===== config.mk =====
export PLATFORM = sky130hd
export DESIGN_NAME = avcc_to_annexb_converter
export DESIGN_NICKNAME = d
export VERILOG_FILES = /design/src/hw/rtl/a2ab_pkg.sv /design/src/hw/rtl/a2ab_ps_store.sv /design/src/hw/rtl/avcc_to_annexb_converter.sv
export SDC_FILE = /design/constraint.sdc
export NUM_CORES = 1
export LEC_CHECK = 0
export ABC_AREA = 1
export BUFFER_PORTS_ARGS = -buffer_cell sky130_fd_sc_hd__buf_2
export CAP_MARGIN = 15
export CORE_ASPECT_RATIO = 0.8
export CORE_UTILIZATION = 40
export CTS_CLUSTER_DIAMETER = 50
export DETAILED_ROUTE_END_ITERATION = 10
export GPL_TIMING_DRIVEN = 1
export SYNTH_ARGS = -nofsm -noshare
export SYNTH_HDL_FRONTEND = slang
export SYNTH_SLANG_ARGS = --single-unit

===== constraint.sdc =====
create_clock -name clk_i -period 7.4 [get_ports clk_i]
set_clock_uncertainty 0.05 [all_clocks]
set_input_delay 0.37 -clock clk_i [delete_from_list [all_inputs] [get_ports clk_i]]
set_output_delay 0.37 -clock clk_i [all_outputs]
set_load 0.03 [all_outputs]

===== src/hw/rtl/a2ab_pkg.sv =====
// ----------------------------------------------------------------------------
// a2ab_pkg
// Shared types and constants of the AVC record / packet to Annex B converter.
// ----------------------------------------------------------------------------
`default_nettype none

package a2ab_pkg;

  // parameter-set store geometry
  localparam int PS_DEPTH = 56;
  localparam int PS_AW    = $clog2(PS_DEPTH);
  localparam int PS_LW    = $clog2(PS_DEPTH + 1);

  // error codes carried on error_code
  localparam logic [2:0] ERR_NONE      = 3'd0;
  localparam logic [2:0] ERR_LEN_TRUNC = 3'd1;
  localparam logic [2:0] ERR_NAL       = 3'd2;
  localparam logic [2:0] ERR_RECORD    = 3'd3;
  localparam logic [2:0] ERR_OVERFLOW  = 3'd4;

  // configuration record parser phase
  typedef enum logic [3:0] {
    RP_HEADER    = 4'd0,
    RP_LENSIZE   = 4'd1,
    RP_SPS_COUNT = 4'd2,
    RP_S_HI      = 4'd3,
    RP_S_LO      = 4'd4,
    RP_S_DATA    = 4'd5,
    RP_PPS_COUNT = 4'd6,
    RP_P_HI      = 4'd7,
    RP_P_LO      = 4'd8,
    RP_P_DATA    = 4'd9,
    RP_DONE      = 4'd10,
    RP_DROP      = 4'd11
  } rec_phase_e;

  // packet parser phase
  typedef enum logic [1:0] {
    PP_LENGTH = 2'd0,
    PP_FIRST  = 2'd1,
    PP_REST   = 2'd2,
    PP_DROP   = 2'd3
  } pkt_phase_e;

  // sequencer state
  typedef enum logic [2:0] {
    ST_IDLE     = 3'd0,
    ST_SCWR     = 3'd1,
    ST_PREFETCH = 3'd2,
    ST_REPLAY   = 3'd3,
    ST_START    = 3'd4
  } ctl_state_e;

  // one store entry: byte plus start-code mark
  typedef struct packed {
    logic       mark;
    logic [7:0] data;
  } ps_entry_t;

  typedef struct packed {
    logic             we;
    logic [PS_AW-1:0] addr;
    ps_entry_t        entry;
  } ps_wr_t;

  typedef struct packed {
    logic             re;
    logic [PS_AW-1:0] addr;
  } ps_rd_t;

endpackage

`default_nettype wire


===== src/hw/rtl/a2ab_ps_store.sv =====
// ----------------------------------------------------------------------------
// a2ab_ps_store
// Parameter-set store: one write port, one read port, registered read data.
// ----------------------------------------------------------------------------
`default_nettype none

module a2ab_ps_store (
  input  logic                clk_i,
  input  a2ab_pkg::ps_wr_t    wr_i,
  input  a2ab_pkg::ps_rd_t    rd_i,
  output a2ab_pkg::ps_entry_t rdata_o
);
  import a2ab_pkg::*;

  ps_entry_t mem_q [PS_DEPTH];
  ps_entry_t rdata_q;

  always_ff @(posedge clk_i) begin
    if (wr_i.we) begin
      mem_q[wr_i.addr] <= wr_i.entry;
    end
  end

  // read data holds while no read is issued
  always_ff @(posedge clk_i) begin
    if (rd_i.re) begin
      rdata_q <= mem_q[rd_i.addr];
    end
  end

  assign rdata_o = rdata_q;

endmodule

`default_nettype wire


===== src/hw/rtl/avcc_to_annexb_converter.sv =====
// ----------------------------------------------------------------------------
// avcc_to_annexb_converter
// Parses avcC record bytes into a parameter-set store and turns length-
// prefixed packet bytes into an Annex B stream, replaying SPS/PPS before IDR.
// ----------------------------------------------------------------------------
// One input byte is taken per cycle, while the output is not stalled, when it
// causes at most one output byte: record bytes, length bytes and NAL bytes
// after the first. A NAL's first byte is decoded, then sent as 00 00 01 plus
// the byte, a zero NAL length is decoded, then sent as 00 00 01, and on an IDR
// with a valid store the stored bytes go first, after a prefetch, one store
// read per output byte through the single read port. The low length byte of
// each record unit is followed by the writing of the start code 00 00 00 01
// to the store through its single write port. An input register and an output
// register part the two channels; output stall holds the sequencer.
// Store entries are read only below the stored length, so no clearing pass
// follows reset.
`default_nettype none

module avcc_to_annexb_converter (
  input  logic       clk_i,
  input  logic       rst_ni,
  input  logic       in_valid_i,
  output logic       in_stall_o,
  input  logic       command_i,
  input  logic [7:0] data_byte_i,
  input  logic       block_end_i,
  output logic       out_valid_o,
  input  logic       out_stall_i,
  output logic [7:0] out_byte_o,
  output logic       unit_start_o,
  output logic [2:0] error_code_o,
  output logic       run_last_o
);
  import a2ab_pkg::*;

  // input register
  logic       item_valid_q;
  logic       item_cmd_q;
  logic [7:0] item_byte_q;
  logic       item_end_q;
  logic       retire;

  // record parser state
  rec_phase_e       rec_phase_q, rec_phase_d;
  logic [4:0]       rec_units_q, rec_units_d;
  logic [15:0]      rec_bytes_q, rec_bytes_d;
  logic [PS_LW-1:0] plen_q, plen_d;
  logic             pvalid_q, pvalid_d;

  // packet parser state
  pkt_phase_e  pkt_phase_q, pkt_phase_d;
  logic [31:0] len_acc_q, len_acc_d;
  logic [1:0]  len_cnt_q, len_cnt_d;
  logic [31:0] nal_rem_q, nal_rem_d;

  // sequencer
  ctl_state_e       state_q, state_d;
  logic [1:0]       sc_idx_q, sc_idx_d;
  logic             with_byte_q, with_byte_d;
  logic [PS_AW-1:0] rp_idx_q, rp_idx_d;
  logic [1:0]       wcnt_q, wcnt_d;
  logic [PS_AW-1:0] sc_base_q, sc_base_d;

  // output register
  logic       out_valid_q;
  logic [7:0] out_byte_q;
  logic       unit_start_q;
  logic [2:0] error_code_q;
  logic       run_last_q;
  logic       out_free;
  logic       emit;
  logic [7:0] e_byte;
  logic       e_us;
  logic [2:0] e_err;
  logic       e_last;

  // store ports
  ps_wr_t    ps_wr;
  ps_rd_t    ps_rd;
  ps_entry_t ps_rdata;

  // record candidate
  rec_phase_e       rc_phase;
  logic [4:0]       rc_units;
  logic [15:0]      rc_bytes;
  logic [PS_LW-1:0] rc_plen;
  logic             rc_pvalid;
  logic [2:0]       rc_err;
  logic             rc_sc;
  logic             rc_we;
  logic             rc_next;
  logic             rc_pps;
  logic [15:0]      rc_len;
  logic [16:0]      rc_sum;

  // packet candidate
  pkt_phase_e  pc_phase;
  logic [31:0] pc_acc;
  logic [31:0] pc_acc_sh;
  logic [1:0]  pc_cnt;
  logic [31:0] pc_rem;
  logic [2:0]  pc_err;
  logic        pc_start;
  logic        pc_with_byte;
  logic        pc_replay;
  logic        pc_byte;

  assign out_free   = !out_valid_q || !out_stall_i;
  assign in_stall_o = item_valid_q && !retire;

  always_ff @(posedge clk_i or negedge rst_ni) begin
    if (!rst_ni) begin
      item_valid_q <= 1'b0;
    end else if (in_valid_i && !in_stall_o) begin
      item_valid_q <= 1'b1;
    end else if (retire) begin
      item_valid_q <= 1'b0;
    end
  end

  always_ff @(posedge clk_i) begin
    if (in_valid_i && !in_stall_o) begin
      item_cmd_q  <= command_i;
      item_byte_q <= data_byte_i;
      item_end_q  <= block_end_i;
    end
  end

  // record byte: next parser state and its one possible result
  always_comb begin
    rc_phase  = rec_phase_q;
    rc_units  = rec_units_q;
    rc_bytes  = rec_bytes_q;
    rc_plen   = plen_q;
    rc_pvalid = pvalid_q;
    rc_err    = ERR_NONE;
    rc_sc     = 1'b0;
    rc_we     = 1'b0;
    rc_next   = 1'b0;
    rc_pps    = 1'b0;
    rc_len    = {rec_bytes_q[7:0], item_byte_q};
    rc_sum    = 17'(plen_q) + 17'd4 + 17'(rc_len);
    case (rec_phase_q)
      RP_HEADER: begin
        if (rec_bytes_q == 16'd0) begin
          rc_pvalid = 1'b0;
          rc_plen   = '0;
        end
        rc_bytes = rec_bytes_q + 16'd1;
        if (rc_bytes >= 16'd4) begin
          rc_bytes = '0;
          rc_phase = RP_LENSIZE;
        end
      end
      RP_LENSIZE: begin
        rc_phase = RP_SPS_COUNT;
      end
      RP_SPS_COUNT: begin
        rc_units = item_byte_q[4:0];
        rc_next  = 1'b1;
      end
      RP_PPS_COUNT: begin
        rc_units = item_byte_q[4:0];
        rc_pps   = 1'b1;
        rc_next  = 1'b1;
      end
      RP_S_HI: begin
        rc_bytes = {8'd0, item_byte_q};
        rc_phase = RP_S_LO;
      end
      RP_P_HI: begin
        rc_bytes = {8'd0, item_byte_q};
        rc_phase = RP_P_LO;
      end
      RP_S_LO, RP_P_LO: begin
        rc_pps = (rec_phase_q == RP_P_LO);
        if (rc_sum > 17'(PS_DEPTH)) begin
          rc_err   = ERR_OVERFLOW;
          rc_phase = RP_DROP;
        end else begin
          rc_sc    = 1'b1;
          rc_plen  = plen_q + PS_LW'(4);
          rc_bytes = rc_len;
          if (rc_len == 16'd0) begin
            rc_next = 1'b1;
          end else begin
            rc_phase = rc_pps ? RP_P_DATA : RP_S_DATA;
          end
        end
      end
      RP_S_DATA, RP_P_DATA: begin
        rc_pps = (rec_phase_q == RP_P_DATA);
        if (plen_q < PS_LW'(PS_DEPTH)) begin
          rc_we   = 1'b1;
          rc_plen = plen_q + PS_LW'(1);
        end
        if (rec_bytes_q != 16'd0) begin
          rc_bytes = rec_bytes_q - 16'd1;
        end
        if (rc_bytes == 16'd0) begin
          rc_next = 1'b1;
        end
      end
      default: begin
      end
    endcase
    // advance to the next unit, or to the PPS count, or finish the record
    if (rc_next) begin
      if (rc_units == 5'd0) begin
        if (rc_pps) begin
          rc_phase  = RP_DONE;
          rc_pvalid = 1'b1;
        end else begin
          rc_phase = RP_PPS_COUNT;
        end
      end else begin
        rc_units = rc_units - 5'd1;
        rc_phase = rc_pps ? RP_P_HI : RP_S_HI;
      end
    end
    if (item_end_q) begin
      if (rc_phase != RP_DONE && rc_phase != RP_DROP) begin
        rc_err = ERR_RECORD;
      end
      rc_phase = RP_HEADER;
      rc_bytes = '0;
      rc_units = '0;
    end
  end

  // packet byte: next parser state and what it emits
  always_comb begin
    pc_phase     = pkt_phase_q;
    pc_acc       = len_acc_q;
    pc_acc_sh    = {len_acc_q[23:0], item_byte_q};
    pc_cnt       = len_cnt_q;
    pc_rem       = nal_rem_q;
    pc_err       = ERR_NONE;
    pc_start     = 1'b0;
    pc_with_byte = 1'b0;
    pc_replay    = 1'b0;
    pc_byte      = 1'b0;
    case (pkt_phase_q)
      PP_LENGTH: begin
        pc_acc = pc_acc_sh;
        pc_cnt = len_cnt_q + 2'd1;
        if (pc_cnt != 2'd0) begin
          if (item_end_q) begin
            pc_err = ERR_LEN_TRUNC;
          end
        end else begin
          if (pc_acc_sh[31]) begin
            pc_err   = ERR_NAL;
            pc_phase = PP_DROP;
          end else if (pc_acc_sh == 32'd0) begin
            pc_start = 1'b1;
          end else if (item_end_q) begin
            pc_err = ERR_NAL;
          end else begin
            pc_rem   = pc_acc_sh;
            pc_phase = PP_FIRST;
          end
          pc_acc = '0;
        end
      end
      PP_FIRST, PP_REST: begin
        if (item_end_q && nal_rem_q > 32'd1) begin
          pc_err = ERR_NAL;
        end else begin
          if (pkt_phase_q == PP_FIRST) begin
            pc_start     = 1'b1;
            pc_with_byte = 1'b1;
            pc_replay    = (item_byte_q[4:0] == 5'd5) && pvalid_q && (plen_q != '0);
          end else begin
            pc_byte = 1'b1;
          end
          pc_rem   = nal_rem_q - 32'd1;
          pc_phase = (pc_rem == 32'd0) ? PP_LENGTH : PP_REST;
        end
      end
      default: begin
      end
    endcase
    if (item_end_q) begin
      pc_phase = PP_LENGTH;
      pc_acc   = '0;
      pc_cnt   = '0;
      pc_rem   = '0;
    end
  end

  // sequencer: commits parser state, drives the store and the output register
  always_comb begin
    state_d     = state_q;
    rec_phase_d = rec_phase_q;
    rec_units_d = rec_units_q;
    rec_bytes_d = rec_bytes_q;
    plen_d      = plen_q;
    pvalid_d    = pvalid_q;
    pkt_phase_d = pkt_phase_q;
    len_acc_d   = len_acc_q;
    len_cnt_d   = len_cnt_q;
    nal_rem_d   = nal_rem_q;
    sc_idx_d    = sc_idx_q;
    with_byte_d = with_byte_q;
    rp_idx_d    = rp_idx_q;
    wcnt_d      = wcnt_q;
    sc_base_d   = sc_base_q;
    retire      = 1'b0;
    emit        = 1'b0;
    e_byte      = 8'd0;
    e_us        = 1'b0;
    e_err       = ERR_NONE;
    e_last      = 1'b0;
    ps_wr.we          = 1'b0;
    ps_wr.addr        = PS_AW'(plen_q);
    ps_wr.entry.mark  = 1'b0;
    ps_wr.entry.data  = item_byte_q;
    ps_rd.re          = 1'b0;
    ps_rd.addr        = '0;
    case (state_q)
      ST_IDLE: begin
        if (item_valid_q && !item_cmd_q) begin
          if (rc_err == ERR_NONE || out_free) begin
            retire      = 1'b1;
            rec_phase_d = rc_phase;
            rec_units_d = rc_units;
            rec_bytes_d = rc_bytes;
            plen_d      = rc_plen;
            pvalid_d    = rc_pvalid;
            ps_wr.we    = rc_we;
            if (rc_err != ERR_NONE) begin
              emit   = 1'b1;
              e_err  = rc_err;
              e_last = 1'b1;
            end
            if (rc_sc) begin
              sc_base_d = PS_AW'(plen_q);
              wcnt_d    = '0;
              state_d   = ST_SCWR;
            end
          end
        end else if (item_valid_q) begin
          if ((pc_err == ERR_NONE && !pc_byte) || out_free) begin
            pkt_phase_d = pc_phase;
            len_acc_d   = pc_acc;
            len_cnt_d   = pc_cnt;
            nal_rem_d   = pc_rem;
            retire      = !pc_start;
            if (pc_err != ERR_NONE) begin
              emit   = 1'b1;
              e_err  = pc_err;
              e_last = 1'b1;
            end
            if (pc_byte) begin
              emit   = 1'b1;
              e_byte = item_byte_q;
              e_last = 1'b1;
            end
            if (pc_start) begin
              sc_idx_d    = '0;
              with_byte_d = pc_with_byte;
              state_d     = pc_replay ? ST_PREFETCH : ST_START;
            end
          end
        end
      end
      ST_SCWR: begin
        // start code 00 00 00 01, marked on its first byte
        ps_wr.we         = 1'b1;
        ps_wr.addr       = sc_base_q + PS_AW'(wcnt_q);
        ps_wr.entry.mark = (wcnt_q == 2'd0);
        ps_wr.entry.data = (wcnt_q == 2'd3) ? 8'd1 : 8'd0;
        wcnt_d           = wcnt_q + 2'd1;
        if (wcnt_q == 2'd3) begin
          state_d = ST_IDLE;
        end
      end
      ST_PREFETCH: begin
        ps_rd.re   = 1'b1;
        ps_rd.addr = '0;
        rp_idx_d   = '0;
        state_d    = ST_REPLAY;
      end
      ST_REPLAY: begin
        if (out_free) begin
          emit   = 1'b1;
          e_byte = ps_rdata.data;
          e_us   = ps_rdata.mark;
          if (PS_LW'(rp_idx_q) == plen_q - PS_LW'(1)) begin
            sc_idx_d = '0;
            state_d  = ST_START;
          end else begin
            ps_rd.re   = 1'b1;
            ps_rd.addr = rp_idx_q + PS_AW'(1);
            rp_idx_d   = rp_idx_q + PS_AW'(1);
          end
        end
      end
      ST_START: begin
        if (out_free) begin
          emit     = 1'b1;
          e_us     = (sc_idx_q == 2'd0);
          sc_idx_d = sc_idx_q + 2'd1;
          case (sc_idx_q)
            2'd2:    e_byte = 8'd1;
            2'd3:    e_byte = item_byte_q;
            default: e_byte = 8'd0;
          endcase
          if ((sc_idx_q == 2'd2 && !with_byte_q) || sc_idx_q == 2'd3) begin
            e_last  = 1'b1;
            retire  = 1'b1;
            state_d = ST_IDLE;
          end
        end
      end
      default: begin
        state_d = ST_IDLE;
      end
    endcase
  end

  always_ff @(posedge clk_i or negedge rst_ni) begin
    if (!rst_ni) begin
      state_q     <= ST_IDLE;
      rec_phase_q <= RP_HEADER;
      rec_units_q <= '0;
      rec_bytes_q <= '0;
      plen_q      <= '0;
      pvalid_q    <= 1'b0;
      pkt_phase_q <= PP_LENGTH;
      len_acc_q   <= '0;
      len_cnt_q   <= '0;
      nal_rem_q   <= '0;
      sc_idx_q    <= '0;
      with_byte_q <= 1'b0;
      rp_idx_q    <= '0;
      wcnt_q      <= '0;
      sc_base_q   <= '0;
      out_valid_q <= 1'b0;
    end else begin
      state_q     <= state_d;
      rec_phase_q <= rec_phase_d;
      rec_units_q <= rec_units_d;
      rec_bytes_q <= rec_bytes_d;
      plen_q      <= plen_d;
      pvalid_q    <= pvalid_d;
      pkt_phase_q <= pkt_phase_d;
      len_acc_q   <= len_acc_d;
      len_cnt_q   <= len_cnt_d;
      nal_rem_q   <= nal_rem_d;
      sc_idx_q    <= sc_idx_d;
      with_byte_q <= with_byte_d;
      rp_idx_q    <= rp_idx_d;
      wcnt_q      <= wcnt_d;
      sc_base_q   <= sc_base_d;
      if (emit) begin
        out_valid_q <= 1'b1;
      end else if (!out_stall_i) begin
        out_valid_q <= 1'b0;
      end
    end
  end

  always_ff @(posedge clk_i) begin
    if (emit) begin
      out_byte_q   <= e_byte;
      unit_start_q <= e_us;
      error_code_q <= e_err;
      run_last_q   <= e_last;
    end
  end

  assign out_valid_o  = out_valid_q;
  assign out_byte_o   = out_byte_q;
  assign unit_start_o = unit_start_q;
  assign error_code_o = error_code_q;
  assign run_last_o   = run_last_q;

  // one item in flight: store writes always finish before any replay read
  a2ab_ps_store u_ps_store (
    .clk_i   (clk_i),
    .wr_i    (ps_wr),
    .rd_i    (ps_rd),
    .rdata_o (ps_rdata)
  );

`ifndef SYNTH
  a_plen_bound: assert property (@(posedge clk_i) disable iff (!rst_ni)
    plen_q <= PS_LW'(PS_DEPTH))
    else $error("stored length beyond store depth");

  a_replay_idx: assert property (@(posedge clk_i) disable iff (!rst_ni)
    state_q == ST_REPLAY |-> PS_LW'(rp_idx_q) < plen_q)
    else $error("replay index beyond stored length");

  a_err_clean: assert property (@(posedge clk_i) disable iff (!rst_ni)
    out_valid_o && error_code_o != ERR_NONE |-> out_byte_o == 8'd0 && !unit_start_o)
    else $error("error transaction carries stream data");

  a_retire_item: assert property (@(posedge clk_i) disable iff (!rst_ni)
    retire |-> item_valid_q)
    else $error("retire without an item");

  a_prefetch: assert property (@(posedge clk_i) disable iff (!rst_ni)
    state_q == ST_PREFETCH |=> state_q == ST_REPLAY)
    else $error("prefetch not followed by replay");
`endif

endmodule

`default_nettype wire


# --- Word level (Yosys, flattened, before mapping) ---
# Memory sizes are Yosys's and may differ from the RTL's. A register that Yosys moved wholly into a read port is not among the register bits.
# Index checks and enable logic that the tools add are counted.
classes:
  n_reduce_logical: 65
  magnitude_cmp: 4
  mux: 156
  addsub: 14
  n_eq_ne: 50
  bitwise_logic: 1
op_table:
  columns: ["operator", "count"]
  rows:
  - ["$mux 32", 5]
  - ["$mux 16", 5]
  - ["$mux 24", 3]
  - ["$mux 3", 24]
  - ["$logic_not 32->1", 2]
  - ["$pmux 16 s4", 1]
  - ["$pmux 32 s2", 1]
  - ["$mux 1", 50]
  - ["$logic_not 16->1", 3]
  - ["$mux 8", 6]
  - ["$mux 2", 22]
  - ["$gt 32x1->1 const B", 1]
  - ["$mux 4", 8]
  - ["$ne 2x2->1 const B", 16]
  - ["$sub 32x1->32 const B", 1]
  - ["$mux 6", 5]
  - ["$ne 3x3->1 const B", 10]
  - ["$pmux 8 s3", 1]
  - ["$mux 5", 4]
  - ["$pmux 4 s5", 1]
  - ["$pmux 6 s3", 1]
  - ["$add 7x16->17", 1]
  - ["$gt 17x6->1 const B", 1]
  - ["$add 16x1->16 const B", 1]
  - ["other kinds (55)", 117]
word_totals:
  ff_bits: 137
  output_inout_bits: 15
  wordCells: 315
  input_bits: 14
  ramBits: 504
  n_memories: 1
mem_list:
  columns: ["memory", "depth", "width", "rd", "rd_clocked_by_memory_dff", "write_ports", "line", "rtl"]
  rows:
  - ["u_ps_store.mem_q", 56, 9, 1, 1, 1, "a2ab_ps_store.sv:15", "ps_entry_t mem_q [PS_DEPTH];"]

# --- Logic depth before layout (Yosys ltp) ---
depth:
  word_depth: 21
  depth_mapped: 30
  depth_no_buf: 29

# --- Modules after synthesis ---
# A second synthesis with hierarchy kept.
hier_totals:
  cells_unflattened: 3232
  area_unflattened_um2: 31126.1
by_module_without_submodules:
  columns: ["module", "area_per_inst_um2", "n_inst", "cells_each", "seq_area_each_um2"]
  rows:
  - ["a2ab_ps_store", 21197.8, 1, 1842, 15404.8]
  - ["avcc_to_annexb_converter", 9928.3, 1, 1390, 3543.4]

# --- Least setup slack after synthesis ---
# Ideal clock, no wire load.
synth_path:
  path_kind: "reg-to-reg"
  startpoint: "reg item_byte_q[1]"
  endpoint: "mem u_ps_store.mem_q[0][0] (netlist name) (enable)"
  t_required_ns: 6.976
  synth_period_minus_slack_ns: 3.911
  setup_ns: 0.374
  stages_incl_launch_ff: 23
  slack_ns: 3.489
  arrival_time_ns: 3.487
  n_path_buf: 0
  cell_sequence: "edfxtp_1 > ha_1 > ha_1 > fa_1 > nand3_1 > nand2_1 > nand2_1 > a21oi_1 > nor2_1 > nand3_1 > nor2_1 > nand4_1 > nand3_2 > nand2_1 > nand2_1 > nand3_2 > nand2_2 > nand2_4 > nand2_2 > nand3_2 > nand2_8 > nand2_4 > nor2_1"
synth_between:
  elab_chain_len: 16
  elab_cells_between_ends: 27
  classes_between: "add/sub (1); order compare (1); eq/ne (2); mux (18); reduce/logical (5)"
synth_rtl:
  columns: ["item", "line", "rtl"]
  rows:
  - ["start: declaration", "avcc_to_annexb_converter.sv:39", "logic [7:0] item_byte_q;"]
  - ["start signal: assignment", "avcc_to_annexb_converter.sv:124", "item_byte_q <= data_byte_i;"]
  - ["$add 7x16->17 or $logic_not 16->1 (tied branches)", "avcc_to_annexb_converter.sv:142, avcc_to_annexb_converter.sv:184", null]
  - ["$gt 17x6->1 (tied with other cells)", "avcc_to_annexb_converter.sv:177", "if (rc_sum > 17'(PS_DEPTH)) begin"]
  - ["$mux 4 or $mux 1 (tied branches)", "avcc_to_annexb_converter.sv:177", null]
  - ["$pmux 4 s5 or $pmux 1 s3 (tied branches)", "avcc_to_annexb_converter.sv:143", "case (rec_phase_q)"]
  - ["$mux 4", "avcc_to_annexb_converter.sv:208", "if (rc_next) begin"]
  - ["$ne 4x4->1", "avcc_to_annexb_converter.sv:222", "if (rc_phase != RP_DONE && rc_phase != RP_DROP) begin"]
  - ["$logic_and 1x1->1", "avcc_to_annexb_converter.sv:222", null]
  - ["$mux 3", "avcc_to_annexb_converter.sv:222", null]
  - ["$mux 3 (*)", "avcc_to_annexb_converter.sv:221", "if (item_end_q) begin"]
  - ["$logic_not 3->1 (*)", "avcc_to_annexb_converter.sv:324", "if (rc_err == ERR_NONE || out_free) begin"]
  - ["$logic_or 1x1->1 (*)", "avcc_to_annexb_converter.sv:324", null]
  - ["$mux 1 (*)", "avcc_to_annexb_converter.sv:324", null]
  - ["$mux 1 (*)", "avcc_to_annexb_converter.sv:323", "if (item_valid_q && !item_cmd_q) begin"]
  - ["$pmux 1 s2 (*)", "avcc_to_annexb_converter.sv:321", "case (state_q)"]
  - ["$mux 1 (*)", "a2ab_ps_store.sv:19", "if (wr_i.we) begin"]
  - ["$mux 1 (not written as such) (*)", "a2ab_ps_store.sv:20", "mem_q[wr_i.addr] <= wr_i.entry;"]
  - ["end: declaration", "a2ab_ps_store.sv:15", null]
# Every way passes the cells marked *; elsewhere a longest branch is shown, timed or not.

# --- Worst setup path after layout ---
layout_path:
  startpoint: "reg plen_q[0]"
  endpoint: "reg, netlist name u_ps_store.rdata_o[4]"
layout_between:
  elab_chain_len: 5
layout_rtl:
  columns: ["item", "line", "rtl"]
  rows:
  - ["start: declaration", "avcc_to_annexb_converter.sv:47", "logic [PS_LW-1:0] plen_q, plen_d;"]
  - ["start signal: assignment", "avcc_to_annexb_converter.sv:446", "plen_q <= plen_d;"]
  - ["$sub 6x1->6", "avcc_to_annexb_converter.sv:390", "if (PS_LW'(rp_idx_q) == plen_q - PS_LW'(1)) begin"]
  - ["$eq 6x6->1", "avcc_to_annexb_converter.sv:390", null]
  - ["$mux 7", "avcc_to_annexb_converter.sv:390", null]
  - ["$mux 7", "avcc_to_annexb_converter.sv:386", "if (out_free) begin"]
  - ["$pmux 7 s2", "avcc_to_annexb_converter.sv:321", null]
# No other way between the ends.
# A chain may end at the register's enable or synchronous reset.

==> flow_summary.ini <==
[outcome]
result_of_the_run = complete, no violations

[setup_path]
buffers_inverters_on_critical_path = 3
rr_endpoint = u_ps_store.rdata_o[4]$_DFFE_PP_
cp_slowest_cell = inv_4
ff2ff_setup_slack_ps = 2290
cp.required_ps = 7840
crit_path_frequent_cell = nand3_1
setup.worst_path.start_class = flip-flop
critPathTopFamily = simple AND/OR/NAND/NOR gates
crit_path_cell_trace = inv_1 > ha_1 > xor2_1 > o22ai_1 > and3b_1 > nand3_1 > nand2_1 > nor2_1 > nand2_4 > inv_4 > buf_12 > o211ai_1 > nand3_1 > nand3_1 > nand3_1 > nand2_1 > nand2_1
critical-path-max-stage-delay_ps = 760
endpoint = u_ps_store.rdata_o[4]$_DFFE_PP_
end_kind = flip-flop
crit-reg2reg-launch = plen_q[0]$_DFFE_PN0P_
path_class = flip-flop to flip-flop
crit_path_max_fanout = 94
worstSetupPathDepth = 17
worst_setup_path_startpoint = plen_q[0]$_DFFE_PN0P_
cp_data_arrival_time_ps = 5550
rr_worst_depth = 17

[floorplan]
design.core.area_mm2 = 0.0759
die_height_um = 250
die_x_um = 313
fp.dieArea_mm2 = 0.0783
core.rowCount = 90
start_util_pct = 40.7
pin_count = 29

[global_route]
grt_remaining_overflow = 0
wire_length_of_the_first_global_routing_pass_mm = 129
grt_antenna_before_repair = 0
maximum_number_of_pins_on_one_net_before_global_route_repair = 174
grt_pass1_vias = 21400
grt_usage_pct = 21.3

[drt]
antenna_violating_nets_post_route = 0
wl_mm = 84.1
detailedRoute.firstIterationViolations = 2547
drtPass1Iterations = 6
remaining_drc_errors = 0
avgRoutedWirePerCell_um = 20.1
dr_total_vias = 22700
route.detailed.vias_per_inst = 5.41

[synth]
synthesis.area_mm2 = 0.0309
synth_cell_types = 57
synth.area.top_cells = edfxtp_1 52%, dfrtp_1 9.2%, nand2_1 6.9%
yosys_warnings = 0
syn-instance-count = 3118
yosys.area.top_type_share_pct = 52.1
ys_ff_latch = 650
mappedNetlistNets = 3170
synthesis.area_per_instance_um2 = 9.90
synth_seq_area_share_pct = 61.4
post-synth-top-area-cell = edfxtp_1

[placed_design]
port-buffer-count = 28
placed_cells_incl_taps = 4033
dpl.hpwl_mm = 52.1
gp_congestion = 0.951
place_area_mm2 = 0.0319

[power_and_ir_drop]
power.internal_mw = 7.65
power_frac_clock_pct = 31.2
sw_frac_of_total_pct = 36.6
p_leak_nw = 13.5
ir_drop_v = 0.000215
seqPwrFrac_pct = 39.6
power_frac_comb_pct = 29.3
net-switching-power_mw = 4.42
power-per-cell-area_mw_per_mm2 = 349

[clock_tree]
cts-root-to-sink-buffers = 3
cts-htree-levels = 3
clk_pin_slew_ps = 60
cts.sinks = 650
cts_inserted_buffers = 76
cts_tree = done
post_cts.resized_instances = 0
cts_root_buffer = clkbuf_16
post_cts_hold_buffer_count = 12
clock_latency_ps = 620
post-cts-setup-buffers = 0

[cells_and_area]
layout_common_cells = 563 x nand2_1, 536 x edfxtp_1, 425 x nor2_1
layout-area-overhead-vs-synth_pct = 11.9
nFillCells = 7087
layout-drive-gt1-share_pct = 8.57
design.final.nets = 3164
fin_cells = 4186
layout.cells.most_common = nand2_1
n_antenna_cell = 0
finish.instance_area_mm2 = 0.0346

[sta]
setup_violations = 0
tightestPinTransition_ps = 1120
timing.final.crit_share_pct = 69.1
slew_viol_final = 0
fmax_mhz = 196
slew_headroom_pct = 25.0
hold_viol = 0
period_needed_ps = 5110
final.setup.tns_ps = 0
grt_setup_unrepaired = false

[flow_run]
cap_violations = 0

[hold_path]
worst_hold_path_type = input port to flip-flop
[cell type report]
type                    instances  area (um2)  area share (%)
well taps                    1012        1270            3.66
clock inverters                53         536            1.55
repair buffers                 67         490            1.42
clock buffers                  87        1960            5.69
flip-flops and latches        650       18900            54.8
multi-input cells            2049       10300            29.9
inverters                     268        1010            2.92
[synth_stat cells (all sizes together)]
library cell / instances
o31ai: 3
nand3: 333
dfrtp: 114
or4: 1
nand3b: 9
nand4: 39
a211oi: 3
a221oi: 1
a32oi: 7
xor2: 47
a22oi: 2
buf: 68
a2111oi: 4
nor4: 5
o21bai: 2
clkbuf: 83
a31oi: 12
nor3: 24
fa: 2
and3b: 1
edfxtp: 536
nor2: 445
a21boi: 1
o22ai: 42
inv: 264
o32ai: 4
o221ai: 17
a41oi: 1
ha: 36
o2111ai: 4
clkinv: 4
nand2: 583
o21a: 2
nor3b: 1
a311oi: 1
xnor2: 8
o211ai: 61
a21oi: 31
o21ai: 270
and3: 1
or2: 46
[worst register-to-register path: stages (launching register included)]
cell and delay (ps):
dfrtp_1 520, inv_1 180, ha_1 280, xor2_1 180, o22ai_1 170, and3b_1 190, nand3_1 80, nand2_1 70
nor2_1 510, nand2_4 550, inv_4 770, buf_12 410, o211ai_1 270, nand3_1 120, nand3_1 140, nand3_1 190
nand2_1 200, nand2_1 110
[layer usage]
metal / vias up / track usage [%] / share of wire (%)
met1: 10900 / 32.5 / 48
met4: 0 / 6.62 / 2.9
met2: 844 / 30.3 / 42
met5: - / 0 / 0
li1: 10800 / - / -
met3: 134 / 4.11 / 7.6
[how the worst min path moves through the flow]
stage                     slack, ps        start  cells after the start                     endpoint
after floorplan                  20       rst_ni                      0     item_valid_q$_DFFE_PN0P_
after global placement          350       rst_ni                      1  rec_bytes_q[10]$_DFFE_PN0P_
after detailed placement        350       rst_ni                      1  rec_bytes_q[10]$_DFFE_PN0P_
after CTS                       140  out_stall_i                      3      out_valid_o$_DFFE_PN0P_
after global routing            180  out_stall_i                      3      out_valid_o$_DFFE_PN0P_
final                           180  out_stall_i                      3      out_valid_o$_DFFE_PN0P_
[state kept, by name, summed over array words and instances, names as in the netlist, 2 cells and up]
signal / flops
nal_rem_q: 32
u_ps_store.mem_q: 504
plen_q: 6
pkt_phase_q: 2
len_cnt_q: 2
sc_base_q: 6
out_byte_o: 8
wcnt_q: 2
len_acc_q: 24
u_ps_store.rdata_o: 9
sc_idx_q: 2
rp_idx_q: 6
state_q: 3
rec_phase_q: 4
rec_bytes_q: 16
rec_units_q: 5
error_code_o: 3
item_byte_q: 8
[cells by family (layout without fill, tap and decap cells)]
group	count (synthesis)	after routing	synth area share (%)
buffers and inverters	419	475	5.46
XOR/XNOR	55	55	1.56
AND/OR/NAND/NOR	1488	1488	21.1
adder cells (fa/ha/maj)	38	38	1.59
AO/OA/AOI/OAI	468	468	8.94
flip-flops	650	650	61.4
[stage by stage]
stage / setup WS, ps / power (mW) / utilization [%] / hold slack (ps)
after floorplan: 3490 / 7.24 / - / 24.4
after global placement: 2330 / 8.32 / 42.1 / 350
after detailed placement: 2340 / 8.30 / 42.1 / 351
after CTS: 2320 / 12.1 / 45.5 / 142
after global routing: 1940 / 12.7 / 45.5 / 177
final: 2290 / 12.1 / 45.5 / 183
[power groups by stage]
| stage | sequential (mW) | combinational, mW | clock, mW |
|---|---|---|---|
| 2_1_floorplan | 4.82 | 2.42 | 0 |
| 3_3_place_gp | 4.84 | 3.48 | 0 |
| 3_5_place_dp | 4.84 | 3.46 | 0 |
| 4_1_cts | 4.77 | 3.49 | 3.81 |
| 5_1_grt | 4.81 | 3.91 | 3.94 |
| 6_report | 4.77 | 3.53 | 3.76 |
Note: power is estimated with default switching activity, not from simulation.
